==> config.mk <==
export PLATFORM = sky130hd
export DESIGN_NAME = nms_ctrl
export DESIGN_NICKNAME = d
export VERILOG_FILES = /design/src/rtl/nms_pkg.sv /design/src/rtl/nms_ctrl.sv
export SDC_FILE = /design/constraint.sdc
export NUM_CORES = 1
export LEC_CHECK = 0
export BUFFER_PORTS_ARGS = -buffer_cell sky130_fd_sc_hd__buf_2
export CAP_MARGIN = 15
export CORE_AREA = 8 8 45 47
export CTS_CLUSTER_DIAMETER = 50
export CTS_CLUSTER_SIZE = 16
export DETAILED_ROUTE_END_ITERATION = 10
export DIE_AREA = 0 0 53 55
export GPL_ROUTABILITY_DRIVEN = 1
export HOLD_SLACK_MARGIN = 0.1
export PLACE_DENSITY = 0.52
export SETUP_SLACK_MARGIN = 0.5
export SKIP_LAST_GASP = 1
export SYNTH_ARGS = -nofsm -noshare
export SYNTH_HDL_FRONTEND = slang
export SYNTH_SLANG_ARGS = --single-unit
==> constraint.sdc <==
create_clock -name aclk -period 4.3 [get_ports aclk]
set_clock_uncertainty 0.05 [all_clocks]
set_input_delay 0.645 -clock aclk [delete_from_list [all_inputs] [get_ports aclk]]
set_output_delay 0.645 -clock aclk [all_outputs]
set_load 0.01 [all_outputs]
==> src/rtl/nms_pkg.sv <==
// Shared constants, command and status types for the box suppression block.
// Used by nms_ctrl, nms_datapath and box_non_max_suppression.
`default_nettype none

package nms_pkg;

    localparam int MAX_BOXES  = 64;
    localparam int COORD_BITS = 16;
    localparam int FIELD_W    = 16;
    localparam int SCORE_W    = 32;
    localparam int THR_W      = 17;
    localparam int IDX_W      = $clog2(MAX_BOXES);
    localparam int CNT_W      = $clog2(MAX_BOXES + 1);
    localparam int SPAN_W     = COORD_BITS + 1;
    localparam int AREA_W     = 2 * SPAN_W;
    localparam int UNI_W      = AREA_W + 1;
    localparam int LHS_W      = AREA_W + 16;
    localparam int PROD_W     = UNI_W + THR_W;
    localparam int CMP_W      = (LHS_W > PROD_W) ? LHS_W : PROD_W;
    localparam int PADDR_W    = 3;

    localparam logic [THR_W-1:0] THR_RESET = THR_W'(19661);
    localparam logic             REG_THR   = 1'b0;

    typedef enum logic [1:0] {
        MODE_SCAN  = 2'd0,
        MODE_FETCH = 2'd1,
        MODE_SUPP  = 2'd2
    } mode_t;

    typedef struct packed {
        logic  start;
        mode_t mode;
        logic  emit;
    } cmd_t;

    typedef struct packed {
        logic done;
        logic out_valid;
        logic alive_empty;
    } sts_t;

endpackage

`default_nettype wire

==> src/rtl/nms_ctrl.sv <==
// Sequencer for loading, best-box scan, pick fetch, suppression and emit.
// Depends on nms_pkg.
`default_nettype none

module nms_ctrl
    import nms_pkg::*;
(
    input  wire logic aclk,
    input  wire logic aresetn,
    input  wire logic in_accept,
    input  wire logic in_final,
    input  wire sts_t sts,
    output logic      s_ready,
    output cmd_t      cmd
);

    typedef enum logic [2:0] {
        S_LOAD, S_SCAN, S_FETCH, S_SUPP, S_EMIT, S_OUT
    } state_t;

    state_t state_reg;
    cmd_t   cmd_reg;
    logic   done_ok;

    assign s_ready = (state_reg == S_LOAD);
    assign cmd     = cmd_reg;
    // status updates in the cycle after a start pulse, so done is ignored while start is high
    assign done_ok = !cmd_reg.start && sts.done;

    always_ff @(posedge aclk) begin
        if (!aresetn) begin
            state_reg     <= S_LOAD;
            cmd_reg.start <= 1'b0;
            cmd_reg.mode  <= MODE_SCAN;
            cmd_reg.emit  <= 1'b0;
        end else begin
            cmd_reg.start <= 1'b0;
            cmd_reg.emit  <= 1'b0;
            case (state_reg)
                S_LOAD: begin
                    if (in_accept && in_final) begin
                        state_reg     <= S_SCAN;
                        cmd_reg.start <= 1'b1;
                        cmd_reg.mode  <= MODE_SCAN;
                    end
                end
                S_SCAN: begin
                    if (done_ok) begin
                        state_reg     <= S_FETCH;
                        cmd_reg.start <= 1'b1;
                        cmd_reg.mode  <= MODE_FETCH;
                    end
                end
                S_FETCH: begin
                    if (done_ok) begin
                        state_reg     <= S_SUPP;
                        cmd_reg.start <= 1'b1;
                        cmd_reg.mode  <= MODE_SUPP;
                    end
                end
                S_SUPP: begin
                    if (done_ok) begin
                        state_reg    <= S_EMIT;
                        cmd_reg.emit <= 1'b1;
                    end
                end
                S_EMIT: begin
                    state_reg <= S_OUT;
                end
                S_OUT: begin
                    if (!sts.out_valid) begin
                        if (sts.alive_empty) begin
                            state_reg <= S_LOAD;
                        end else begin
                            state_reg     <= S_SCAN;
                            cmd_reg.start <= 1'b1;
                            cmd_reg.mode  <= MODE_SCAN;
                        end
                    end
                end
                default: begin
                    state_reg <= S_LOAD;
                end
            endcase
        end
    end

endmodule

`default_nettype wire

==> results of run 1 <==
[final cells by class]
type	count	share of cell area
Multi-Input combinational cell	31	0.453
Sequential cell	7	0.313
Timing Repair Buffer	11	0.123
Clock buffer	4	0.0587
Tap cell	16	0.0447
Inverter	1	0.00838
[cells in the mapped netlist (all sizes together), types with 2 or more instances]
master  n
nand2b  2
nor3    2
a21oi   3
dfxtp   7
o21ai   2
nand2   4
nor4b   2
nand3b  3
buf     3
[cell families (layout without fill, tap and decap cells)]
logic type,count (synthesis),count (layout),share of synthesized area
simple gates,20,20,0.352
compound gates,10,10,0.163
flops,7,7,0.372
buf+inv,4,16,0.0897
xor+xnor,1,1,0.0233
[worst max-delay path by stage]
stage | startpoint | endpoint | slack [ns] | cells after the start
3_5_place_dp | sts[0] | cmd[3]$_SDFF_PN0_ | 2.42 | 5
5_1_grt | state_reg[0]$_SDFFE_PN0P_ | s_ready | 2.48 | 2
3_3_place_gp | sts[0] | cmd[3]$_SDFF_PN0_ | 2.42 | 5
2_1_floorplan | sts[0] | cmd[3]$_SDFF_PN0_ | 2.56 | 4
6_report | state_reg[1]$_SDFFE_PN0P_ | s_ready | 2.55 | 2
4_1_cts | state_reg[0]$_SDFFE_PN0P_ | s_ready | 2.54 | 2
[power by group]
part           switching [uW]  total (uW)  internal (uW)
clock                    24.3        59.7           35.4
combinational            23.0        47.6           24.6
sequential               14.0        86.5           72.5
total                    61.3         194            133
[critical path, stage by stage, from the launching register on]
cell,delay (ns)
dfxtp_1,0.41
nor3_2,0.23
buf_2,0.16
[through the flow]
step	area [um2]	utilization	worst slack [ns]	power [uW]
2_1_floorplan	377	-	2.56	126
3_3_place_gp	422	0.305	2.42	136
3_5_place_dp	422	0.305	2.42	136
4_1_cts	448	0.324	2.54	197
5_1_grt	448	0.324	2.48	209
6_report	448	0.324	2.55	194
[per-layer routing]
metal,GRT usage,wire length (um)
met5,0,0
met4,0.0259,0
met3,0.0481,96
met2,0.0957,299
met1,0.0746,428
==> results.json, run 1 <==
{
  "antenna_found_initial": 0,
  "ant_nets": 0,
  "die_h_um": 55,
  "via_per_inst": 4.71,
  "synth.ff_latch_count": 7,
  "synth_top_area_share": 0.372,
  "syn-num-nets": 49,
  "holdPathEnd": "cmd[1]$_SDFFE_PN0P_",
  "synthCells": 42,
  "fin_tns_setup_ns": 0,
  "cts_resized": 0,
  "slew_headroom": 0.737,
  "crit_fanout": 11,
  "critPathLaunchType": "flip-flop",
  "outcome": "completed",
  "grt_pass1_wl_um": 1480,
  "num_vias": 330,
  "timing.rr.start": "state_reg[1]$_SDFFE_PN0P_",
  "cts_setup_buffers": 0,
  "regArea_um2": 140,
  "grt_usage": 0.0667,
  "crit_required_ns": 3.61,
  "power_density_nw_per_um2": 433,
  "max_freq_mhz": 571,
  "dieArea_um2": 2920,
  "area_growth_pct": 18.9,
  "dp_cells": 66,
  "clock-root-buffer": "clkbuf_4",
  "async_reset_ff_frac": 0,
  "io_pins": 12,
  "netlist_top_cells_area": "dfxtp_1, buf_6, nand3b_1",
  "drive_gt1_frac": 0.296,
  "rrSetupSlack_ns": 2.59,
  "setup-violations-final": 0,
  "cts_tree": "yes",
  "ctsLongestPathBuffers": 2,
  "clock_latency_ns": 0.25,
  "synthDistinctLibCells": 26,
  "row_count": 14,
  "worstHoldPathCells": 2,
  "holdBufCountCts": 0,
  "die_x_um": 53,
  "grt_pass1_vias": 333,
  "rr_worst_depth": 4,
  "ir_worst_vdd_v": 0.000207,
  "critical_path_class": "flip-flop to primary output",
  "hpwl_um": 624,
  "reg2reg_to": "cmd[3]$_SDFF_PN0_",
  "syn_area_per_cell_um2": 8.97,
  "netlist_area_um2": 377,
  "final_common_cell": "buf_2",
  "leakage_uw": 0.000172,
  "grt_max_degree": 14,
  "final_cell_mix": "buf_2, dfxtp_1, nand2_1",
  "yosysWarnings": 0,
  "endpoint_kind": "primary output",
  "min_from": "cmd[1]$_SDFFE_PN0P_",
  "cts_made_buffers": 3,
  "layout.cells.non_filler": 70,
  "ys.flop_type": "dfxtp_1",
  "rsz0062_at_grt": "no",
  "grt.overflow.total": 0,
  "yosys.area.top_type": "dfxtp_1",
  "slew_viol_final": 0,
  "wl_per_cell_um": 11.8,
  "h-tree-depth": 1,
  "min_period_ns": 1.75,
  "drv_cap": 0,
  "whs_ns": 0.401,
  "n_fill_cell": 159,
  "hold_path.class": "flip-flop to flip-flop",
  "drc": 0,
  "n_antenna_cell": 0,
  "arrival_ns": 1.06,
  "multi_input_area_um2": 203,
  "portBuffers": 11,
  "path_clk_slew_ns": 0.06,
  "yosysSeqAreaShare": 0.372,
  "finalHoldViolCount": 0,
  "wirelength_um": 823,
  "fin_nets": 62,
  "drt_iter0_drc": 0,
  "core_um2": 1380,
  "synth_edf_count": 0,
  "largest_reg_flops": 4,
  "first_pass_iters": 1,
  "routabilityCongestion": 0.693,
  "finalCritPeriodShare": 0.407,
  "worstMarginPinSlew_ns": 0.394,
  "initial_core_util": 0.272,
  "cts.sinks": 7
}
Note: power is estimated with default switching activity, not from simulation.
==> inputs of run 2 (changes only) <==
--- a/config.mk
+++ b/config.mk
@@ -14,7 +14,7 @@
 export DIE_AREA = 0 0 53 55
 export GPL_ROUTABILITY_DRIVEN = 1
 export HOLD_SLACK_MARGIN = 0.1
-export PLACE_DENSITY = 0.52
+export PLACE_DENSITY = 0.54
 export SETUP_SLACK_MARGIN = 0.5
 export SKIP_LAST_GASP = 1
 export SYNTH_ARGS = -nofsm -noshare
==> constraint.sdc (replaced) <==
create_clock -name aclk -period 1.5 [get_ports aclk]
set_clock_uncertainty 0.05 [all_clocks]
set_input_delay 0.225 -clock aclk [delete_from_list [all_inputs] [get_ports aclk]]
set_output_delay 0.225 -clock aclk [all_outputs]
set_load 0.01 [all_outputs]
==> run 2 against run 1 <==
Compared with the run above:
- largest power group is now combinational cells
- sequential share of layout area fell by 5.4 points
- register-to-register slack got worse by 2.6 ns
- core utilization rose by 11 points
- sequential cell count did not move
- power rose to 3.4 times the previous value
- die area did not move
- clock power rose to 2.9 times the previous value
- first-iteration DRC count rose by 3
==> results.json, run 2 (synthesis gave the netlist of run 1 again) <==
{
  "cts.sinks": 7,
  "cts_made_buffers": 3,
  "endpoint_kind": "flip-flop",
  "setup-violations-final": 0,
  "outcome": "completed",
  "grt_use_met1": 0.0684,
  "busiest_layer": "met2",
  "routabilityCongestion": 0.733,
  "finalHoldViolCount": 0,
  "seqPwrFrac": 0.357,
  "grt_usage": 0.0787,
  "n_fill_cell": 138,
  "h-tree-depth": 1,
  "slew_headroom": 0.785,
  "grt.overflow.total": 0,
  "grt_pass1_vias": 384,
  "path_clk_slew_ns": 0.05,
  "grt_max_degree": 10,
  "ant_nets": 0,
  "antenna_found_initial": 0,
  "grt_use_met2": 0.141,
  "regArea_um2": 156,
  "clkPwrFrac": 0.261,
  "area_growth_pct": 60.1,
  "finalCritPeriodShare": 0.983,
  "clock-root-buffer": "clkbuf_4",
  "cts_tree": "yes",
  "leakage_uw": 0.000249,
  "dieArea_um2": 2920,
  "drv_cap": 0,
  "first_pass_iters": 3,
  "drive_gt1_frac": 0.540,
  "p_int_uw": 454,
  "max_freq_mhz": 678,
  "wirelength_um": 1040,
  "row_count": 14,
  "portBuffers": 11,
  "via_per_inst": 4.91,
  "final_core_util": 0.436,
  "layout.cells.non_filler": 79,
  "crit_fanout": 3,
  "drt_iter0_drc": 3,
  "die_h_um": 55,
  "drc": 0,
  "grt_pass1_wl_um": 1630,
  "ir_worst_vdd_v": 0.000383,
  "clock_latency_ns": 0.26,
  "n_antenna_cell": 0,
  "crit_required_ns": 1.60,
  "min_period_ns": 1.47,
  "die_x_um": 53,
  "holdBufCountCts": 0,
  "multi_input_area_um2": 243,
  "final_cell_mix": "buf_2, buf_6, nand2_1, dfxtp_4, buf_4",
  "ctsLongestPathBuffers": 2,
  "hold_path.class": "primary input to flip-flop",
  "critPathLaunchType": "flip-flop",
  "fin_nets": 71,
  "rrSetupSlack_ns": 0.03,
  "largest_reg_flops": 4,
  "worstMarginPinSlew_ns": 0.322,
  "critical_path_class": "flip-flop to flip-flop",
  "netSwitchingPower_uw": 213,
  "core_um2": 1380,
  "io_pins": 12,
  "hpwl_um": 666,
  "power_density_nw_per_um2": 1110,
  "num_vias": 388,
  "rsz0062_at_grt": "yes",
  "initial_core_util": 0.272,
  "switching_share": 0.319,
  "final_common_cell": "buf_2",
  "global_route.usage.met3": 0.0241,
  "combPwrFrac": 0.383,
  "wl_per_cell_um": 13.2,
  "slew_viol_final": 0,
  "dp_cells": 70,
  "arrival_ns": 1.58
}
-- run 2: cell types whose count changed in the layout (fill, tap and decap cells not counted), moves of 2 or more --
cell     previous run  this run
buf_6               0         7
dfxtp_4             0         4
buf_4               0         4
nor4b_1             2         0
buf_2              11         9
dfxtp_1             7         2
-- run 2: worst paths after layout --
check                                                from                  end  cells after the start
worst max-delay path            state_reg[1]$_SDFFE_PN0P_    cmd[3]$_SDFF_PN0_                      4
worst min-delay path                              aresetn    cmd[3]$_SDFF_PN0_                      2
worst max register to register  state_reg[1]$_SDFFE_PN0P_    cmd[3]$_SDFF_PN0_                      4
worst min register to register        cmd[1]$_SDFFE_PN0P_  cmd[1]$_SDFFE_PN0P_                      2
-- run 2: metrics by stage --
stage	TNS [ns]	power, uW	setup WS (ns)	hold WS, ns	instance area [um2]
after floorplan	0	382	0.0780	0.297	398
after global placement	0	435	0.00764	0.399	473
after detailed placement	-0.00106	434	-0.00106	0.393	473
after CTS	0	639	0.0142	0.174	559
after global routing	-0.00423	705	-0.00423	0.193	603
final	0	667	0.0250	0.177	603
-- run 2: power groups by stage --
| stage | Combinational (uW) | Sequential (uW) | Clock (uW) |
|---|---|---|---|
| final | 255 | 238 | 174 |
| after detailed placement | 194 | 240 | 0 |
| after floorplan | 144 | 237 | 0 |
| after CTS | 234 | 228 | 177 |
| after global routing | 275 | 241 | 188 |
| after global placement | 195 | 240 | 0 |
-- run 2: timing repair --
item	in CTS	in global routing
buffers inserted	5	0
gates resized for setup	6	11
setup endpoints to repair	8	11
pin swaps	6	6
-- run 2: cell type report --
cell class / instances / share of cell area
clock buffer: 4 / 0.0436
multi-input combinational: 31 / 0.402
sequential: 7 / 0.259
inverter: 1 / 0.00622
timing repair buffer: 20 / 0.255
tap: 16 / 0.0332
-- run 2: metal layers --
metal | share of wire | routed length (um) | up-vias
li1 | - | - | 197
met1 | 0.39 | 404 | 175
met2 | 0.50 | 522 | 11
met3 | 0.062 | 64 | 5
met4 | 0.045 | 47 | 0
met5 | 0 | 0 | -
-- run 2: worst max-delay path: stages (launching register included) --
cell and delay [ns]:
dfxtp_4 0.35, and4bb_2 0.22, or4_1 0.47, o21a_1 0.15, and2_1 0.13
